[config.mk]
export PLATFORM = sky130hd
export DESIGN_NAME = wht_bfly
export DESIGN_NICKNAME = d
export VERILOG_FILES = /design/src/rtl/wht_bfly.sv
export SDC_FILE = /design/constraint.sdc
export NUM_CORES = 1
export LEC_CHECK = 0
export BUFFER_PORTS_ARGS = -buffer_cell sky130_fd_sc_hd__buf_4
export CORE_MARGIN = 4
export CORE_UTILIZATION = 50
export CTS_BUF_LIST = sky130_fd_sc_hd__clkbuf_4 sky130_fd_sc_hd__clkbuf_8
export DETAILED_ROUTE_END_ITERATION = 8
export PLACE_DENSITY = 0.77
export SYNTH_ARGS = -nofsm -noshare
export SYNTH_HDL_FRONTEND = slang
export SYNTH_SLANG_ARGS = --single-unit
[constraint.sdc]
create_clock -name clock -period 3.3 [get_ports clock]
set_clock_uncertainty 0.05 [all_clocks]
set_input_delay 0.165 -clock clock [delete_from_list [all_inputs] [get_ports clock]]
set_output_delay 0.165 -clock clock [all_outputs]
set_load 0.01 [all_outputs]
[src/rtl/wht_bfly.sv]
// ----------------------------------------------------------------------------
// Walsh-Hadamard butterfly
// Forms a + b for immediate write-back and holds a - b for the next write slot.
// ----------------------------------------------------------------------------
module wht_bfly #(
   parameter int WORK_BITS = 24
) (
   input  logic                 clock,
   input  logic                 en,
   input  logic [WORK_BITS-1:0] operand_a,
   input  logic [WORK_BITS-1:0] operand_b,
   output logic [WORK_BITS-1:0] sum,
   output logic [WORK_BITS-1:0] diff_ff
);

   logic [WORK_BITS-1:0] diff_in;

   // The word is wide enough for every partial sum, so wrap-around never occurs.
   assign sum     = operand_a + operand_b;
   assign diff_in = operand_a - operand_b;

   always_ff @(posedge clock) begin
      if (en) begin
         diff_ff <= diff_in;
      end
   end

endmodule

==> impl_metrics.toml, run 1 <==
[outcome]
status = "complete, no violations"

[finish]
n_antenna_cell = 0
top_register = "diff_ff"
layout-drive-gt1-share = 0.242
leading_cell_type_in_the_layout_fill_and_taps_excluded = "buf_4"
num-nets-final = 574
fill_cells = 553
number_of_flip_flops_under_the_largest_register_name = 24
layout_common_cells = "buf_4, ha_1, inv_1, nor2_1, xnor2_1"
layout_top_registers = "diff_ff x24"
fin_area_um2 = 4080
flow.area_growth_from_synthesis_pct = 23.7

[grt]
grt_first_pass_wirelength_um = 13600
grt_max_degree = 25
globalRouteTotalUtil = 0.208
antenna_found_initial = 0
vias_in_the_first_global_route = 2979
grt_remaining_overflow = 0

[drt]
residual_antenna_violating_net_count_after_detailed_routing = 0
wirelength_um = 8240
routedWlPerCell_um = 14.9
post-route-drc-count = 0
route.detailed.vias_per_inst = 5.62
initialDrtViolationCount = 172
drt_pass1_iterations = 5
dr_total_vias = 3101

[logic_synthesis]
netlist_instances = 393
synth_largest_type_area_fraction = 0.219
post_synth_main_area_contributors = "edfxtp_1, ha_1, xnor2_1"
synth.cell_area_um2 = 3300
syn_avg_cell_area_um2 = 8.39
ys.flop_type = "edfxtp_1"
synth_enable_flop_cells = 24
yosysWarnings = 0
synth.largest_area_cell = "edfxtp_1"
synth.net_count = 491
yosys_register_bits = 24
synth.yosys.seq_area_share = 0.219
netlist-cell-type-count = 63
ys_async_sr_fraction = 0

[power_and_ir_drop]
ir_worst_vdd_v = 0.000283
p_seq_frac = 0.303
total_leakage_power_nw = 1.91
netSwitchingPower_mw = 0.515
combPwrFrac = 0.576
sw_frac_of_total = 0.375
power.internal_mw = 0.860
power.share.clock = 0.121
powerDensity_nw_per_um2 = 337

[floorplan]
start_util = 0.516
dieWidth_um = 89.2
num_rows = 29
floorplan.io_pins = 98
floorplan.die_area_um2 = 7960
fp.coreArea_um2 = 6390
die-height_um = 89.2

[setup_path]
critPathCaptureType = "primary output"
endpoint = "sum[16]"
crit_arrival_ns = 2.90
timing.critical_path.from_type = "input pin"
path_class = "input pin to primary output"
required_ns = 3.08
critical_path.max_fanout = 2
worstSetupStartpoint = "operand_a[0]"

[timing]
finalMaxSlewViolations = 0
max_freq_mhz = 321
timing.slew.headroom = 0.634
totalNegativeSetupSlack_ns = 0
post-route-period-util = 0.944
finalSetupViolations = 0
max_slew.worst_pin.slew_ns = 0.544
minimum_clock_period_ns = 3.12
hold-worst-slack_ns = 0.260
grt_setup_unrepaired = "no"
final_report_hold_violation_count = 0

[clocking]
clk_root_buffer_cell = "clkbuf_8"
tritoncts_clock_tree = "built"
path_clk_slew_ns = 0.08
htreeDepth = 1
cts_repair_resize_count = 0
cts_inserted_buffers = 3
cts_buffer_depth = 2
postCtsHoldBufs = 0
tritoncts_num_sinks = 24
post-cts-setup-buffers = 0

[place]
routabilityCongestion = 0.859
detailed_place.area_um2 = 4040
hpwl_um = 6990
port-buffer-count = 97

[hold_path]
hold_path.class = "input pin to flop"

[job]
drv.max_cap_violation_count = 0
worst min-delay path by stage:
stage / start / endpoint / cells past startpoint
final: operand_b[0] / diff_ff[0]$_DFFE_PP_ / 3
after global routing: en / diff_ff[3]$_DFFE_PP_ / 1
after CTS: operand_b[0] / diff_ff[0]$_DFFE_PP_ / 3
after detailed placement: diff_ff[3]$_DFFE_PP_ / diff_ff[3] / 1
after global placement: diff_ff[17]$_DFFE_PP_ / diff_ff[17] / 1
after floorplan: en / diff_ff[0]$_DFFE_PP_ / 0
layout make-up:
cell class | count | area (um^2) | share of cell area
inverter | 45 | 169 | 0.0414
tap | 77 | 96.3 | 0.0236
timing repair buffer | 99 | 743 | 0.182
multi-input combinational | 303 | 2310 | 0.565
clock inverter | 1 | 3.75 | 0.000920
sequential | 24 | 721 | 0.177
clock buffer | 3 | 41.3 | 0.0101
cells in the mapped netlist (all sizes together) (8+ instances only):
| library cell | instances |
|---|---|
| xnor2 | 35 |
| xor2 | 8 |
| inv | 45 |
| a21o | 8 |
| o21ai | 15 |
| ha | 46 |
| edfxtp | 24 |
| clkbuf | 10 |
| nor2 | 40 |
| a21oi | 30 |
| nand2 | 14 |
| buf | 11 |
critical path, cell delays in order:
cell      delay (ns)
buf_4           0.08
ha_1            0.16
inv_1           0.05
fa_1            0.40
o21ba_2         0.23
nor4_1          0.42
o21ai_1         0.19
a311oi_1        0.48
nor2_1          0.13
o31ai_1         0.28
xnor2_1         0.16
buf_4           0.14
logic make-up after synthesis:
kind of cell | after synthesis | synth area share
xor+xnor | 43 | 0.114
simple gates | 104 | 0.158
fa+ha+maj | 48 | 0.187
buf+inv | 66 | 0.0823
compound gates | 107 | 0.237
mux | 1 | 0.00304
flops | 24 | 0.219
metrics by stage:
stage          cells  utilization  worst slack (ns)  power (mW)
5_1_grt          552        0.639            0.0439        1.48
4_1_cts          552        0.639             0.302        1.38
2_1_floorplan    393            -             0.893       0.896
6_report         552        0.639             0.185        1.37
3_3_place_gp     548        0.632             0.349        1.20
3_5_place_dp     548        0.632             0.313        1.21
routing by layer:
| layer | part of all wire | track usage | vias to the layer above |
|---|---|---|---|
| met3 | 0.063 | 0.0212 | 8 |
| met2 | 0.48 | 0.353 | 108 |
| met5 | 0 | 0 | - |
| met1 | 0.45 | 0.296 | 1437 |
| met4 | 0.0070 | 0.0244 | 0 |
| li1 | - | - | 1548 |
power groups by stage:
stage | logic [mW] | registers, mW | clock network (mW)
finish | 0.792 | 0.417 | 0.166
global placement | 0.775 | 0.424 | 0
global route | 0.874 | 0.422 | 0.181
detailed placement | 0.790 | 0.425 | 0
CTS | 0.794 | 0.419 | 0.171
floorplan | 0.447 | 0.449 | 0
No activity file was read; power rests on OpenSTA's default activity.
==> run 2: changes to the inputs <==
CORE_UTILIZATION = 54   (was 50)
PLACE_DENSITY = 0.82   (was 0.77)
==> run 2 against run 1 <==
  * Via count is 0.55% higher
  * Worst hold slack better by 0.0016 ns
  * Sequential power hardly changed
  * Total power is 0.10% lower
==> impl_metrics.toml, run 2 (synthesized netlist as in run 1, its figures left out) <==
[outcome]
status = "complete, no violations"

[setup_path]
required_ns = 3.08
worst_path_dominant_cell_family = "compound AO/OA/AOI/OAI gates"
crit_arrival_ns = 2.82
critPathMaxStageDelay_ns = 0.42
worstPathBufferInverterCount = 3
cp_cell_sequence = "buf_4 -> ha_1 -> inv_1 -> fa_1 -> o21ba_2 -> nor4_1 -> o21ai_1 -> a311oi_1 -> nor2_1 -> o31ai_1 -> xnor2_1 -> buf_4"
critical_path.max_fanout = 2
timing.critical_path.from_type = "input pin"
critPathCaptureType = "primary output"
critical_path.slowest_cell = "nor4_1"
path_class = "input pin to primary output"
path_common_cell = "buf_4"

[drt]
drt_pass1_iterations = 5
dr_total_vias = 3118
route.detailed.vias_per_inst = 5.67
wirelength_um = 8210
residual_antenna_violating_net_count_after_detailed_routing = 0
routedWlPerCell_um = 14.9
post-route-drc-count = 0
initialDrtViolationCount = 183

[timing]
max_freq_mhz = 329
layout_setup_ws_ns = 0.261
grt_setup_unrepaired = "no"
hold-worst-slack_ns = 0.261
totalNegativeSetupSlack_ns = 0
max_slew.worst_pin.slew_ns = 0.564
timing.slew.headroom = 0.620
final_report_hold_violation_count = 0
finalSetupViolations = 0
finalMaxSlewViolations = 0
minimum_clock_period_ns = 3.04
post-route-period-util = 0.921

[clocking]
htreeDepth = 1
clk_root_buffer_cell = "clkbuf_8"
cts_inserted_buffers = 3
tritoncts_num_sinks = 24
cts_repair_resize_count = 0
tritoncts_clock_tree = "built"
post-cts-setup-buffers = 0
cts_buffer_depth = 2
postCtsHoldBufs = 0
path_clk_slew_ns = 0.08

[place]
hpwl_um = 7000
routabilityCongestion = 0.910
port-buffer-count = 97
detailed_place.area_um2 = 4030
post-place-ws_ns = 0.371

[finish]
layout_common_cells = "buf_4, ha_1, inv_1, nor2_1, xnor2_1"
layout-drive-gt1-share = 0.242
top_register = "diff_ff"
layout_top_registers = "diff_ff x24"
flow.area_growth_from_synthesis_pct = 23.6
n_antenna_cell = 0
num-nets-final = 574
leading_cell_type_in_the_layout_fill_and_taps_excluded = "buf_4"
number_of_flip_flops_under_the_largest_register_name = 24
fin_area_um2 = 4080

[grt]
grt_use_met3 = 0.0288
grt_first_pass_wirelength_um = 13400
grt_remaining_overflow = 0
grt_util_met1 = 0.291
gr-max-usage-layer = "met2"
vias_in_the_first_global_route = 2993
grt_max_degree = 25
globalRouteTotalUtil = 0.216
grt_util_met2 = 0.379
antenna_found_initial = 0

[floorplan]
floorplan.die_area_um2 = 7420
num_rows = 28
fp.coreArea_um2 = 5920
die-height_um = 86.2
dieWidth_um = 86.2
floorplan.io_pins = 98
start_util = 0.557

[power_and_ir_drop]
powerDensity_nw_per_um2 = 337
ir_worst_vdd_v = 0.000273
total_leakage_power_nw = 1.91

[job]
drv.max_cap_violation_count = 0

[hold_path]
hold_path.class = "input pin to flop"
-- run 2: cell counts in the layout (fill, tap and decap cells not counted) --
Identical to the previous run, type by type.
-- run 2: metal layers --
layer / wire length, um / part of all wire
met1: 3700 / 0.45
met2: 3980 / 0.48
met3: 494 / 0.060
met4: 44 / 0.0054
met5: 0 / 0
-- run 2: worst paths after layout --
check / startpoint / endpoint / slack [ns] / depth (start not counted)
max: operand_a[0] / sum[16] / 0.26 / 12
min: en / diff_ff[1]$_DFFE_PP_ / 0.26 / 1
-- run 2: through the flow --
stage | cells | power (mW) | utilization
6_report | 550 | 1.37 | 0.689
5_1_grt | 550 | 1.47 | 0.689
4_1_cts | 550 | 1.38 | 0.689
3_5_place_dp | 546 | 1.21 | 0.681
3_3_place_gp | 546 | 1.20 | 0.681
2_1_floorplan | 393 | 0.896 | -
-- run 2: final cells by class --
| cell class | count | area, um^2 |
|---|---|---|
| clock buffer | 3 | 41.3 |
| inverter | 45 | 169 |
| tap | 75 | 93.8 |
| clock inverter | 1 | 3.75 |
| timing repair buffer | 99 | 743 |
| sequential | 24 | 721 |
| fill | 492 | 1840 |
| multi-input combinational | 303 | 2310 |
-- run 2: power by group --
group	total (mW)	internal [mW]	switching, mW
Sequential	0.417	0.403	0.0147
Combinational	0.794	0.375	0.419
Clock	0.163	0.0828	0.0800
Total	1.37	0.860	0.513
==> run 3: changes to the inputs <==
CORE_UTILIZATION = 53   (was 54)
CTS_BUF_LIST = sky130_fd_sc_hd__clkbuf_16   (was sky130_fd_sc_hd__clkbuf_4 sky130_fd_sc_hd__clkbuf_8)
PLACE_DENSITY = 0.81   (was 0.82)
==> run 3 against run 2 <==
  * Routed wire length rose by 3.6%
  * Total power grew 7.0%
  * First-iteration DRC count is 24% higher
  * Cell count stayed put
  * Clock-buffer cell count is the same
  * Via count rose by 1.3%
  * Largest cell class unchanged
==> impl_metrics.toml, run 3 (synthesized netlist as in run 1, its figures left out) <==
[floorplan]
die-height_um = 86.9
floorplan.die_area_um2 = 7550
fp.coreArea_um2 = 5990
num_rows = 28
start_util = 0.551
dieWidth_um = 86.9
floorplan.io_pins = 98

[timing]
totalNegativeSetupSlack_ns = 0
grt_setup_unrepaired = "no"
minimum_clock_period_ns = 3.05
post-route-period-util = 0.924
final_report_hold_violation_count = 0
max_freq_mhz = 328
finalMaxSlewViolations = 0
timing.slew.headroom = 0.667
finalSetupViolations = 0
max_slew.worst_pin.slew_ns = 0.495

[place]
port-buffer-count = 97
detailed_place.area_um2 = 4030
hpwl_um = 7100
routabilityCongestion = 0.891

[grt]
vias_in_the_first_global_route = 3042
grt_max_degree = 25
grt_remaining_overflow = 0
globalRouteTotalUtil = 0.222
antenna_found_initial = 0
grt_first_pass_wirelength_um = 13700

[clocking]
postCtsHoldBufs = 0
cts_buffer_depth = 2
clk_root_buffer_cell = "clkbuf_16"
path_clk_slew_ns = 0.06
cts_inserted_buffers = 3
post-cts-setup-buffers = 0
htreeDepth = 1
cts_repair_resize_count = 0
tritoncts_clock_tree = "built"
tritoncts_num_sinks = 24

[finish]
final_util = 0.686
layout_common_cells = "buf_4, ha_1, inv_1, nor2_1, xnor2_1"
fin_area_um2 = 4110
layout-drive-gt1-share = 0.242
number_of_flip_flops_under_the_largest_register_name = 24
layout_top_registers = "diff_ff x24"
flow.area_growth_from_synthesis_pct = 24.7
top_register = "diff_ff"
leading_cell_type_in_the_layout_fill_and_taps_excluded = "buf_4"
n_antenna_cell = 0
num-nets-final = 574

[drt]
routedWlPerCell_um = 15.5
dr_total_vias = 3158
wirelength_um = 8510
post-route-drc-count = 0
initialDrtViolationCount = 227
residual_antenna_violating_net_count_after_detailed_routing = 0
route.detailed.vias_per_inst = 5.74
drt_pass1_iterations = 5

[outcome]
status = "complete, no violations"

[power_and_ir_drop]
ir_worst_vdd_v = 0.000304
powerDensity_nw_per_um2 = 358
total_leakage_power_nw = 1.93

[setup_path]
timing.critical_path.from_type = "input pin"
critical_path.max_fanout = 2
crit_arrival_ns = 2.83
critPathCaptureType = "primary output"
required_ns = 3.08
path_class = "input pin to primary output"

[hold_path]
hold_path.class = "input pin to flop"

[job]
drv.max_cap_violation_count = 0
run 3: cell count changes in the layout (fill, tap and decap cells not counted):
cell | before | now
clkbuf_16 | 0 | 3
clkbuf_8 | 3 | 0
run 3: stage by stage:
stage | power (mW) | hold WS [ns] | instances | worst slack (ns)
after floorplan | 0.896 | 0.227 | 393 | 0.893
after global placement | 1.20 | 0.525 | 546 | 0.413
after detailed placement | 1.22 | 0.526 | 546 | 0.355
after CTS | 1.48 | 0.268 | 550 | 0.343
after global routing | 1.57 | 0.274 | 550 | 0.114
final | 1.47 | 0.264 | 550 | 0.251
run 3: final timing paths:
kind	slack, ns	start	cells after the start	endpoint
max	0.25	operand_a[0]	12	sum[22]
min	0.26	en	1	diff_ff[3]$_DFFE_PP_
run 3: area by class of cell:
class / instances / area, um^2
fillers: 484 / 1880
clock inverters: 1 / 3.75
clock buffers: 3 / 75.1
inverters: 45 / 169
repair buffers: 99 / 743
well taps: 75 / 93.8
multi-input cells: 303 / 2310
flip-flops and latches: 24 / 721
run 3: report_power, final:
part	leakage, nW	internal, mW	switching, mW
combinational	1.65	0.375	0.422
sequential	0.235	0.403	0.0156
clock	0.0385	0.162	0.0920
total	1.93	0.940	0.530
run 3: layer usage:
metal / share of wire / up-vias / GRT usage
li1: - / 1546 / -
met1: 0.44 / 1482 / 0.286
met2: 0.49 / 124 / 0.400
met3: 0.062 / 6 / 0.0208
met4: 0.0086 / 0 / 0.0453
met5: 0 / - / 0
run 3: worst max-delay path, cell delays in order:
cell and delay, ns:
buf_4 0.08, ha_1 0.16, inv_1 0.06, fa_1 0.40, o21ba_2 0.23, nor4_1 0.37, o21ai_1 0.18, a311oi_1 0.48
o211ai_1 0.19, a21oi_1 0.23, xnor2_1 0.14, buf_4 0.14
