File: src/rtl/wht_ram.sv
// ----------------------------------------------------------------------------
// Walsh-Hadamard working memory
// One write port and two read ports with registered read data.
// ----------------------------------------------------------------------------
module wht_ram #(
   parameter int DATA_BITS = 8,
   parameter int ADDR_BITS = 4
) (
   input  logic                 clock,
   input  logic                 wr_en,
   input  logic [ADDR_BITS-1:0] wr_addr,
   input  logic [DATA_BITS-1:0] wr_data,
   input  logic                 rd_en_a,
   input  logic [ADDR_BITS-1:0] rd_addr_a,
   output logic [DATA_BITS-1:0] rd_data_a_ff,
   input  logic                 rd_en_b,
   input  logic [ADDR_BITS-1:0] rd_addr_b,
   output logic [DATA_BITS-1:0] rd_data_b_ff
);

   logic [DATA_BITS-1:0] mem [2**ADDR_BITS];

   always_ff @(posedge clock) begin
      if (wr_en) begin
         mem[wr_addr] <= wr_data;
      end
      if (rd_en_a) begin
         rd_data_a_ff <= mem[rd_addr_a];
      end
      if (rd_en_b) begin
         rd_data_b_ff <= mem[rd_addr_b];
      end
   end

endmodule

File: config.mk
export PLATFORM = sky130hd
export DESIGN_NAME = wht_ram
export DESIGN_NICKNAME = d
export VERILOG_FILES = /design/src/rtl/wht_ram.sv
export SDC_FILE = /design/constraint.sdc
export NUM_CORES = 1
export LEC_CHECK = 0
export ABC_CLOCK_PERIOD_IN_PS = 2400
export CORE_MARGIN = 2
export CORE_UTILIZATION = 55
export DETAILED_ROUTE_END_ITERATION = 8
export DONT_BUFFER_PORTS = 1
export MAX_ROUTING_LAYER = met4
export PLACE_DENSITY = 0.7
export SLEW_MARGIN = 5
export SYNTH_ARGS = -nofsm -noshare
export SYNTH_HDL_FRONTEND = slang
export SYNTH_SLANG_ARGS = --single-unit
File: constraint.sdc
create_clock -name clock -period 2.4 [get_ports clock]
set_clock_uncertainty 0.1 [all_clocks]
set_input_delay 0.6 -clock clock [delete_from_list [all_inputs] [get_ports clock]]
set_output_delay 0.6 -clock clock [all_outputs]
set_load 0.02 [all_outputs]
==> summary.txt, run 1 <==
worst r2r src - mem[0][0]
largest net degree at the start of global routing - 33
die area - 12,700 um2
CP max FO - 2
CP Class - flop to flop
max cap viols - 0
Clk pin slew, worst setup/hold paths - 60 ps
vias per std cell - 6.77
flop-to-flop setup slack - 710 ps
status - finished, final reports clean
CP required - 2450 ps
worst setup slack after layout - 714 ps
Worst Path Buf+Inv - 0
average routed wire per standard cell - 27.8 um
vias in the first global route - 3,392
starting density of the core - 56.7%
CTS tree - done
H-tree depth - 4
Critical Path End Type - flop
Die H - 113 um
dpl ws - 470 ps
syn_area_per_cell - 21.2 um2
number of setup buffers added after CTS - 0
initial antenna violation count - 0
DRC - 0
chip width - 113 um
Cell Pwr Density - 809 nW/um2
Reg2Reg Depth - 3
Clock Tree Root - clkbuf_16
Detailed Route Iter0 Violations - 371
all-layer global routing usage - 23.7%
slowest stage delay, CP - 600 ps
total grt overflow - 0
Vias - 3,258
GP Congestion - 0.817
Slew HR - 69.1%
share of layout cells above drive strength 1 - 25.1%
first-pass detailed-route iteration total - 7
Hold Crit Endpoint - mem[12][0]
Total Nets Final - 350
Num CTS Buffers - 17
PortBufs - 0
first-pass GRT wire length - 20.0 mm
Psw - 1.15 mW
Sequential Power Share - 49.5%
critical path's slowest cell - mux4_4
Final period util - 70.2%
critical path arrival - 1740 ps
CP Launch Type - flop
Worst R2R End - rd_data_a_ff[0]
Total Routed Length - 13.4 mm
Syn Nets - 331
worst slew pin tran - 463 ps
sequential share of the synthesized area - 66.5%
mapped cell area - 6510 um2
CP Cell Sequence - mux4_4, a22oi_1, nand2_1
Row Count - 39
number of diodes - 0
Max Clock Freq - 0.593 GHz
CTS hold repair buffers - 0
Final Hold Viols - 0
maximum VDD drop - 0.896 mV
Gate Count Post-Synth - 307
fin. max-slew vios - 0
CTS resizes - 0
unrepaired setup endpoints after global routing - false
combinational power share - 4.4%
count of state elements after synthesis - 144
CTS max path bufs - 2
P&R area growth vs syn - 11.8%
Hold Path Depth - 0
HP Start - wr_data[0]
Hold WC Path Type - primary input to flop
core box area - 11,500 um2
Cell variety after synth - 19
post-route minimum period - 1690 ps
Sw Ratio - 19.5%
final setup vio count - 0
Antenna Violating Nets Remaining - 0
latest clock arrival within the worst-skew pair - 420 ps
leakage power total - 2.42 nW
CP delay by family, top - multiplexers
internal power - 4.74 mW
IO Pins - 40
setup TNS - 0 ps
number of clock sinks - 144
Clk network pwr share - 46.1%
post-DP HPWL - 8.38 mm
Synth warnings - 0
==> kinds of logic after synthesis <==
kind of cell	share of synthesized area, %
flip-flops	66.5
AND/OR/NAND/NOR	3.35
AO/OA/AOI/OAI	3.69
buffers and inverters	2.65
multiplexers	23.8
==> worst reg2reg max path: stages, from the launching register on <==
cell and delay (ps):
edfxtp_1 390, mux4_4 600, a22oi_1 220, nand2_1 110
==> power groups by stage <==
stage / clock, mW / combinational (mW) / sequential [mW]
global placement: 0 / 0.258 / 2.96
finish: 2.72 / 0.259 / 2.91
global route: 2.87 / 0.276 / 2.92
floorplan: 0 / 0.254 / 2.95
detailed placement: 0 / 0.260 / 2.96
CTS: 2.75 / 0.260 / 2.91
==> worst max path at each step <==
stage | start | end | cells after the start
2_1_floorplan | wr_addr[2] | mem[0][0] | 2
3_3_place_gp | rd_addr_a[0] | rd_data_a_ff[5] | 3
3_5_place_dp | rd_addr_a[0] | rd_data_a_ff[5] | 3
4_1_cts | mem[3][0] | rd_data_a_ff[0] | 3
5_1_grt | mem[0][0] | rd_data_a_ff[0] | 3
6_report | mem[0][0] | rd_data_a_ff[0] | 3
==> synthesized netlist by cell type <==
master | number | area [um2]
edfxtp_1 | 144 | 4320
mux4_2 | 34 | 766
a22oi_1 | 32 | 240
mux4_1 | 28 | 736
nand2_1 | 17 | 63.8
nor2_1 | 14 | 52.6
buf_2 | 6 | 30.0
buf_6 | 6 | 67.6
clkdlybuf4s25_2 | 6 | 60.1
nor3_1 | 4 | 20.0
and2_1 | 2 | 12.5
and2b_1 | 2 | 15.0
buf_4 | 2 | 15.0
mux4_4 | 2 | 50.1
nand2b_1 | 2 | 12.5
nand3b_1 | 2 | 15.0
nor2b_1 | 2 | 12.5
nand3_1 | 1 | 5.00
or3b_2 | 1 | 8.76
==> sequential cells by signal (all words and copies together), names as in the netlist <==
signal        count
rd_data_b_ff      8
rd_data_a_ff      8
mem             128
==> per-stage QoR <==
stage                     utilization (%)  hold WS, ps  total power [mW]  cell area (um2)  instances
after floorplan                         -          599              3.20             6510        307
after global placement               58.1          600              3.22             6660        450
after detailed placement             58.1          599              3.22             6660        450
after CTS                            63.4          154              5.92             7280        481
after global routing                 63.4          143              6.06             7280        481
final                                63.4          170              5.88             7280        481
==> layer usage <==
metal / vias to the layer above / part of all wire (%) / track usage (%)
li1: 1396 / - / -
met1: 1689 / 37 / 28.1
met2: 157 / 51 / 36.9
met3: 16 / 10 / 9.16
met4: 0 / 2.0 / 9.51
met5: - / 0 / -
==> layout by cell type, fill, tap and decap left out <==
master and instances:
edfxtp_1 144, mux4_2 34, a22oi_1 32, mux4_1 28, buf_4 20, nand2_1 17, clkbuf_16 17, nor2_1 14
nor3_1 4, clkinvlp_4 4, bufinv_16 4, clkinv_1 3, inv_6 3, nor2b_1 2, and2_1 2, and2b_1 2
mux4_4 2, nand3b_1 2, nand2b_1 2, nand3_1 1, or3b_2 1
==> final cells by class <==
| class | count | area [um2] |
|---|---|---|
| Clock buffer | 17 | 425 |
| Clock inverter | 14 | 188 |
| Fill cell | 743 | 4190 |
| Multi-Input combinational cell | 143 | 2010 |
| Sequential cell | 144 | 4320 |
| Tap cell | 143 | 179 |
| Timing Repair Buffer | 20 | 150 |
No activity file was read; power rests on OpenSTA's default activity.
==> run 2, diff against run 1 <==
--- a/config.mk
+++ b/config.mk
@@ -5,13 +5,13 @@
 export SDC_FILE = /design/constraint.sdc
 export NUM_CORES = 1
 export LEC_CHECK = 0
-export ABC_CLOCK_PERIOD_IN_PS = 2400
+export ABC_CLOCK_PERIOD_IN_PS = 1450
 export CORE_MARGIN = 2
 export CORE_UTILIZATION = 55
 export DETAILED_ROUTE_END_ITERATION = 8
 export DONT_BUFFER_PORTS = 1
 export MAX_ROUTING_LAYER = met4
-export PLACE_DENSITY = 0.7
+export PLACE_DENSITY = 0.73
 export SLEW_MARGIN = 5
 export SYNTH_ARGS = -nofsm -noshare
 export SYNTH_HDL_FRONTEND = slang
==> constraint.sdc (replaced) <==
create_clock -name clock -period 1.45 [get_ports clock]
set_clock_uncertainty 0.1 [all_clocks]
set_input_delay 0.3625 -clock clock [delete_from_list [all_inputs] [get_ports clock]]
set_output_delay 0.3625 -clock clock [all_outputs]
set_load 0.02 [all_outputs]
==> run 2 against run 1 <==
Net effect: the run now ends with negative setup slack left; largest power group unchanged; global-route usage barely moved; wire length fell by 0.69%; first-iteration DRC count fell by 3.5%; design area rose by 1.9%; clock-buffer cell count rose by 3; register-to-register slack got worse by 880 ps; combinational power rose by 120%; largest cell class unchanged; sequential power rose by 66%; non-clock buffer count rose by 11; critical path type unchanged.
==> summary.txt, run 2 (synthesized netlist as in run 1, its figures left out) <==
top flop regs - mem (128), rd_data_a_ff (8), rd_data_b_ff (8)
average routed wire per standard cell - 27.0 um (-2.9%)
unrepaired setup endpoints after global routing - true
Detailed Route Iter0 Violations - 358 (-3.5%)
largest net degree at the start of global routing - 33 (unchanged)
initial antenna violation count - 0 (unchanged)
PortBufs - 0 (unchanged)
number of setup buffers added after CTS - 0 (unchanged)
number of clock sinks - 144 (unchanged)
CTS tree - done
vias in the first global route - 3,473 (+2.4%)
core box area - 11,500 um2 (unchanged)
Total Nets Final - 361 (+3.1%)
IO Pins - 40 (unchanged)
Max Clock Freq - 0.620 GHz (+4.5%)
Psw - 1.85 mW (+61%)
Top reg by flops - mem
Clock Tree Root - clkbuf_16
leading cell type in the layout, fill and taps excluded - edfxtp_1
status - finished, violations left
placed insts - 451 (+0.22%)
share of layout cells above drive strength 1 - 39.8% (+15 points)
Row Count - 39 (unchanged)
H-tree depth - 4 (unchanged)
post-DP HPWL - 8.62 mm (+2.9%)
CP max FO - 2 (unchanged)
CTS max path bufs - 2 (unchanged)
area of the multi-input gates - 2070 um2 (+3.1%)
internal power - 7.33 mW (+55%)
Cell Pwr Density - 1240 nW/um2 (+53%)
chip width - 113 um (unchanged)
final setup vio count - 16 (+16)
violated checks - negative setup slack
post-route minimum period - 1610 ps (-72.4 ps)
leakage power total - 2.35 nW (-2.6%)
Critical Path End Type - flop
DRC - 0 (unchanged)
CP required - 1510 ps (-940 ps)
starting density of the core - 56.7% (unchanged)
all-layer global routing usage - 23.7% (-0.037 points)
Hold WC Path Type - primary input to flop
max cap viols - 0 (unchanged)
Sw Ratio - 20.2% (+0.62 points)
number of diodes - 0 (unchanged)
Slew HR - 31.9% (-37 points)
Total Routed Length - 13.3 mm (-0.69%)
vias per std cell - 6.60 (-2.6%)
Vias - 3,245 (-0.40%)
CP Launch Type - flop
combinational power share - 6.3% (+1.9 points)
max reg flops - 128 (unchanged)
P&R area growth vs syn - 14.0%
critical path arrival - 1680 ps (-60 ps)
Clk pin slew, worst setup/hold paths - 50 ps (about the same)
CP Class - flop to flop
maximum VDD drop - 1.12 mV (+25%)
die area - 12,700 um2 (unchanged)
fin. max-slew vios - 0 (unchanged)
total grt overflow - 0 (unchanged)
most frequent cells in the layout - edfxtp_1, mux4_2, a22oi_2
Clk network pwr share - 41.2% (-4.9 points)
Sequential Power Share - 52.5% (+3.0 points)
non-filler cells, final - 492 (+2.3%)
Die H - 113 um (unchanged)
Final Hold Viols - 0 (unchanged)
Final period util - 111% (+41 points)
GP Congestion - 0.849 (+3.9%)
final core utilization - 64.7% (+1.2 points)
worst slew pin tran - 1020 ps (+555 ps)
Num CTS Buffers - 17 (unchanged)
first-pass GRT wire length - 20.3 mm (+1.8%)
Reg area - 4320 um2 (unchanged)
worst setup slack after layout - -163 ps (-878 ps)
Antenna Violating Nets Remaining - 0 (unchanged)
latest clock arrival within the worst-skew pair - 420 ps (about the same)
first-pass detailed-route iteration total - 5 (-2)
FILL cells - 732 (-1.5%)
-- run 2: changes by cell type in the layout (fill, tap and decap cells not counted), sizes merged, moves of 3 or more --
| cell | before | now |
|---|---|---|
| bufinv | 4 | 1 |
| clkbuf | 17 | 20 |
| clkinv | 3 | 10 |
| clkinvlp | 4 | 0 |
| dlygate4sd3 | 0 | 10 |
| inv | 3 | 0 |
-- run 2: power groups by stage --
stage          sequential, mW  combinational (mW)  clock (mW)
4_1_cts                  4.82               0.568        3.84
3_3_place_gp             4.90               0.455           0
6_report                 4.82               0.579        3.78
5_1_grt                  4.83               0.613        4.01
2_1_floorplan            4.88               0.467           0
3_5_place_dp             4.91               0.458           0
-- run 2: timing repair --
| item | in CTS | in global routing |
|---|---|---|
| resized for setup | 18 | 7 |
| pin swaps | 6 | 2 |
| endpoints found under the setup margin | 16 | 16 |
| hold endpoints to repair | 144 | 0 |
| hold buffers | 10 | 0 |
| cloned | 0 | 0 |
-- run 2: cell type report --
type	count	share of cell area [%]
tap	143	2.41
clock buffer	20	5.89
timing repair buffer	31	4.49
clock inverter	11	0.995
multi-input combinational	143	27.9
sequential	144	58.3
-- run 2: path summary, 6_finish.rpt --
check	startpoint	to	slack, ps	depth (start not counted)
setup / recovery	mem[1][7]	rd_data_b_ff[7]	-160	3
hold / removal	wr_addr[1]	mem[0][5]	170	2
setup reg to reg	mem[1][7]	rd_data_b_ff[7]	-160	3
hold reg to reg	mem[6][4]	rd_data_b_ff[4]	670	3
-- run 2: layer usage --
layer | global-route usage [%] | vias to the layer above | share of wire (%)
met2 | 35.7 | 177 | 50
li1 | - | 1385 | -
met4 | 9.59 | 0 | 3.0
met1 | 30.1 | 1657 | 37
met3 | 7.93 | 26 | 10
met5 | - | - | 0
-- run 2: per-stage QoR --
stage               worst slack, ps  total power, mW  hold WS (ps)  setup TNS, ps  instance area, um2
global placement               -163             5.36           363          -4870                6700
detailed placement             -174             5.37           362          -5210                6700
finish                         -163             9.18           166           -957                7420
floorplan                      -221             5.35           361          -4580                6530
CTS                            -140             9.24           148          -1150                7380
global route                   -193             9.46           150          -1710                7420
-- run 2: worst max-delay path: stages (launching register included) --
cell	delay, ps
edfxtp_1	390
mux4_4	600
a22oi_2	210
nand2_1	60
==> run 3, diff against run 2 <==
--- a/config.mk
+++ b/config.mk
@@ -7,11 +7,9 @@
 export LEC_CHECK = 0
 export ABC_CLOCK_PERIOD_IN_PS = 1450
 export CORE_MARGIN = 2
-export CORE_UTILIZATION = 55
+export CORE_UTILIZATION = 30
 export DETAILED_ROUTE_END_ITERATION = 8
 export DONT_BUFFER_PORTS = 1
-export MAX_ROUTING_LAYER = met4
-export PLACE_DENSITY = 0.73
 export SLEW_MARGIN = 5
 export SYNTH_ARGS = -nofsm -noshare
 export SYNTH_HDL_FRONTEND = slang
==> run 3 against run 2 <==
Net effect: the flow still finishes with violations (negative setup slack); sequential share of layout area is 1.1 points lower; total power grew 2.2%; first-iteration DRC count decreased by 19%; global-route usage down 9.2 points; sequential power is essentially flat; flip-flop and latch count unchanged; utilization down 29 points; clock-buffer cell count down 2; final cell count increased by 26%; non-clock buffer count decreased by 2; via count down 1.2%.
==> summary.txt, run 3 (synthesized netlist as in run 1, its figures left out) <==
status - finished, violations left
violated checks - negative setup slack
maximum VDD drop - 0.593 mV (-47%)
Hold WC Path Type - primary input to flop
CP Launch Type - flop
all-layer global routing usage - 14.4% (-9.2 points)
CTS max path bufs - 2 (unchanged)
worst setup slack after layout - -218 ps (-54.9 ps)
setup TNS - -1770 ps (-816 ps)
CP max FO - 2 (unchanged)
Clock Tree Root - clkbuf_16
worst slew pin tran - 1040 ps (+20.4 ps)
CP Class - flop to flop
Cell Pwr Density - 1240 nW/um2 (+0.28%)
H-tree depth - 4 (unchanged)
fin. max-slew vios - 0 (unchanged)
initial antenna violation count - 0 (unchanged)
core box area - 21,200 um2 (+84%)
CP delay by family, top - multiplexers
non-filler cells, final - 621 (+26%)
Total Nets Final - 359 (-0.55%)
total grt overflow - 0 (unchanged)
die area - 22,900 um2 (+80%)
P&R area growth vs syn - 16.2%
critical path's slowest cell - mux4_4
placed insts - 584 (+29%)
CP required - 1510 ps (about the same)
Clk pin slew, worst setup/hold paths - 60 ps (about the same)
FILL cells - 1,900 (+160%)
Row Count - 53 (+36%)
critical path arrival - 1730 ps (+50 ps)
latest clock arrival within the worst-skew pair - 410 ps (about the same)
Num CTS Buffers - 17 (unchanged)
IO Pins - 40 (unchanged)
CP Cell Sequence - mux4_4, a22oi_2, nand2_1
first-pass GRT wire length - 22.9 mm (+12%)
post-route minimum period - 1670 ps (+54.9 ps)
leading cell type in the layout, fill and taps excluded - edfxtp_1
leakage power total - 2.35 nW (-0.20%)
vias per std cell - 5.16 (-22%)
Total Routed Length - 15.2 mm (+14%)
Final Hold Viols - 0 (unchanged)
post-DP HPWL - 10.2 mm (+18%)
Final period util - 115% (+3.8 points)
vias in the first global route - 3,420 (-1.5%)
max reg flops - 128 (unchanged)
Detailed Route Iter0 Violations - 291 (-19%)
area of the multi-input gates - 2040 um2 (-1.3%)
Antenna Violating Nets Remaining - 0 (unchanged)
number of setup buffers added after CTS - 0 (unchanged)
Die H - 151 um (+34%)
Reg area - 4320 um2 (unchanged)
chip width - 151 um (+34%)
Top reg by flops - mem
largest net degree at the start of global routing - 33 (unchanged)
CTS tree - done
Max Clock Freq - 0.599 GHz (-3.3%)
share of layout cells above drive strength 1 - 37.6% (-2.3 points)
Worst Path Buf+Inv - 0 (unchanged)
top flop regs - mem (128), rd_data_a_ff (8), rd_data_b_ff (8)
average routed wire per standard cell - 24.5 um (-9.3%)
dpl ws - -287 ps (-113 ps)
slowest stage delay, CP - 620 ps (+20 ps)
Vias - 3,205 (-1.2%)
Power, Total - 9.39 mW (+2.2%)
DRC - 0 (unchanged)
Slew HR - 30.5% (-1.4 points)
Critical Path End Type - flop
starting density of the core - 30.8% (-26 points)
max cap viols - 0 (unchanged)
most frequent cells in the layout - edfxtp_1, mux4_2, clkbuf_16
GP Congestion - 0.773 (-8.9%)
first-pass detailed-route iteration total - 4 (-1)
number of clock sinks - 144 (unchanged)
number of diodes - 0 (unchanged)
unrepaired setup endpoints after global routing - true
PortBufs - 0 (unchanged)
final setup vio count - 16 (unchanged)
[run 3: what timing repair did]
item | in CTS | in global routing
pin swaps | 2 | 4
gates resized for setup | 12 | 7
hold buffers | 10 | 0
setup endpoints to repair | 16 | 16
hold endpoints to repair | 144 | 0
[run 3: layout make-up]
cell class | count | share of cell area, %
multi-input combinational | 143 | 27.0
clock buffer | 18 | 5.68
sequential | 144 | 57.2
tap | 275 | 4.55
clock inverter | 12 | 1.34
timing repair buffer | 29 | 4.20
[run 3: power breakdown]
part	internal, mW	switching (mW)
registers	4.72	0.0961
logic	0.309	0.287
clock network	2.45	1.52
total	7.48	1.90
[run 3: path summary, 6_finish.rpt]
path              startpoint               to  slack (ps)  cells past startpoint
setup / recovery   mem[1][7]  rd_data_b_ff[7]        -220                      3
hold / removal    wr_addr[1]        mem[0][2]         170                      2
setup reg to reg   mem[1][7]  rd_data_b_ff[7]        -220                      3
hold reg to reg   mem[12][3]  rd_data_a_ff[3]         690                      3
[run 3: per-layer routing]
layer	part of all wire, %	track usage (%)	vias to the layer above
li1	-	-	1386
met1	40	19.5	1669
met2	48	22.1	145
met3	11	5.03	5
met4	0.78	4.11	0
met5	0	0	-
[run 3: stage by stage]
stage / hold WS [ps] / instance area [um2] / util (%)
final: 170 / 7560 / 35.7
after global routing: 152 / 7560 / 35.7
after CTS: 156 / 7540 / 35.6
after detailed placement: 362 / 6870 / 32.5
after global placement: 362 / 6870 / 32.5
after floorplan: 361 / 6530 / -
[run 3: worst reg2reg max path: stages, from the launching register on]
cell      delay, ps
edfxtp_1        400
mux4_4          620
a22oi_2         210
nand2_1          80
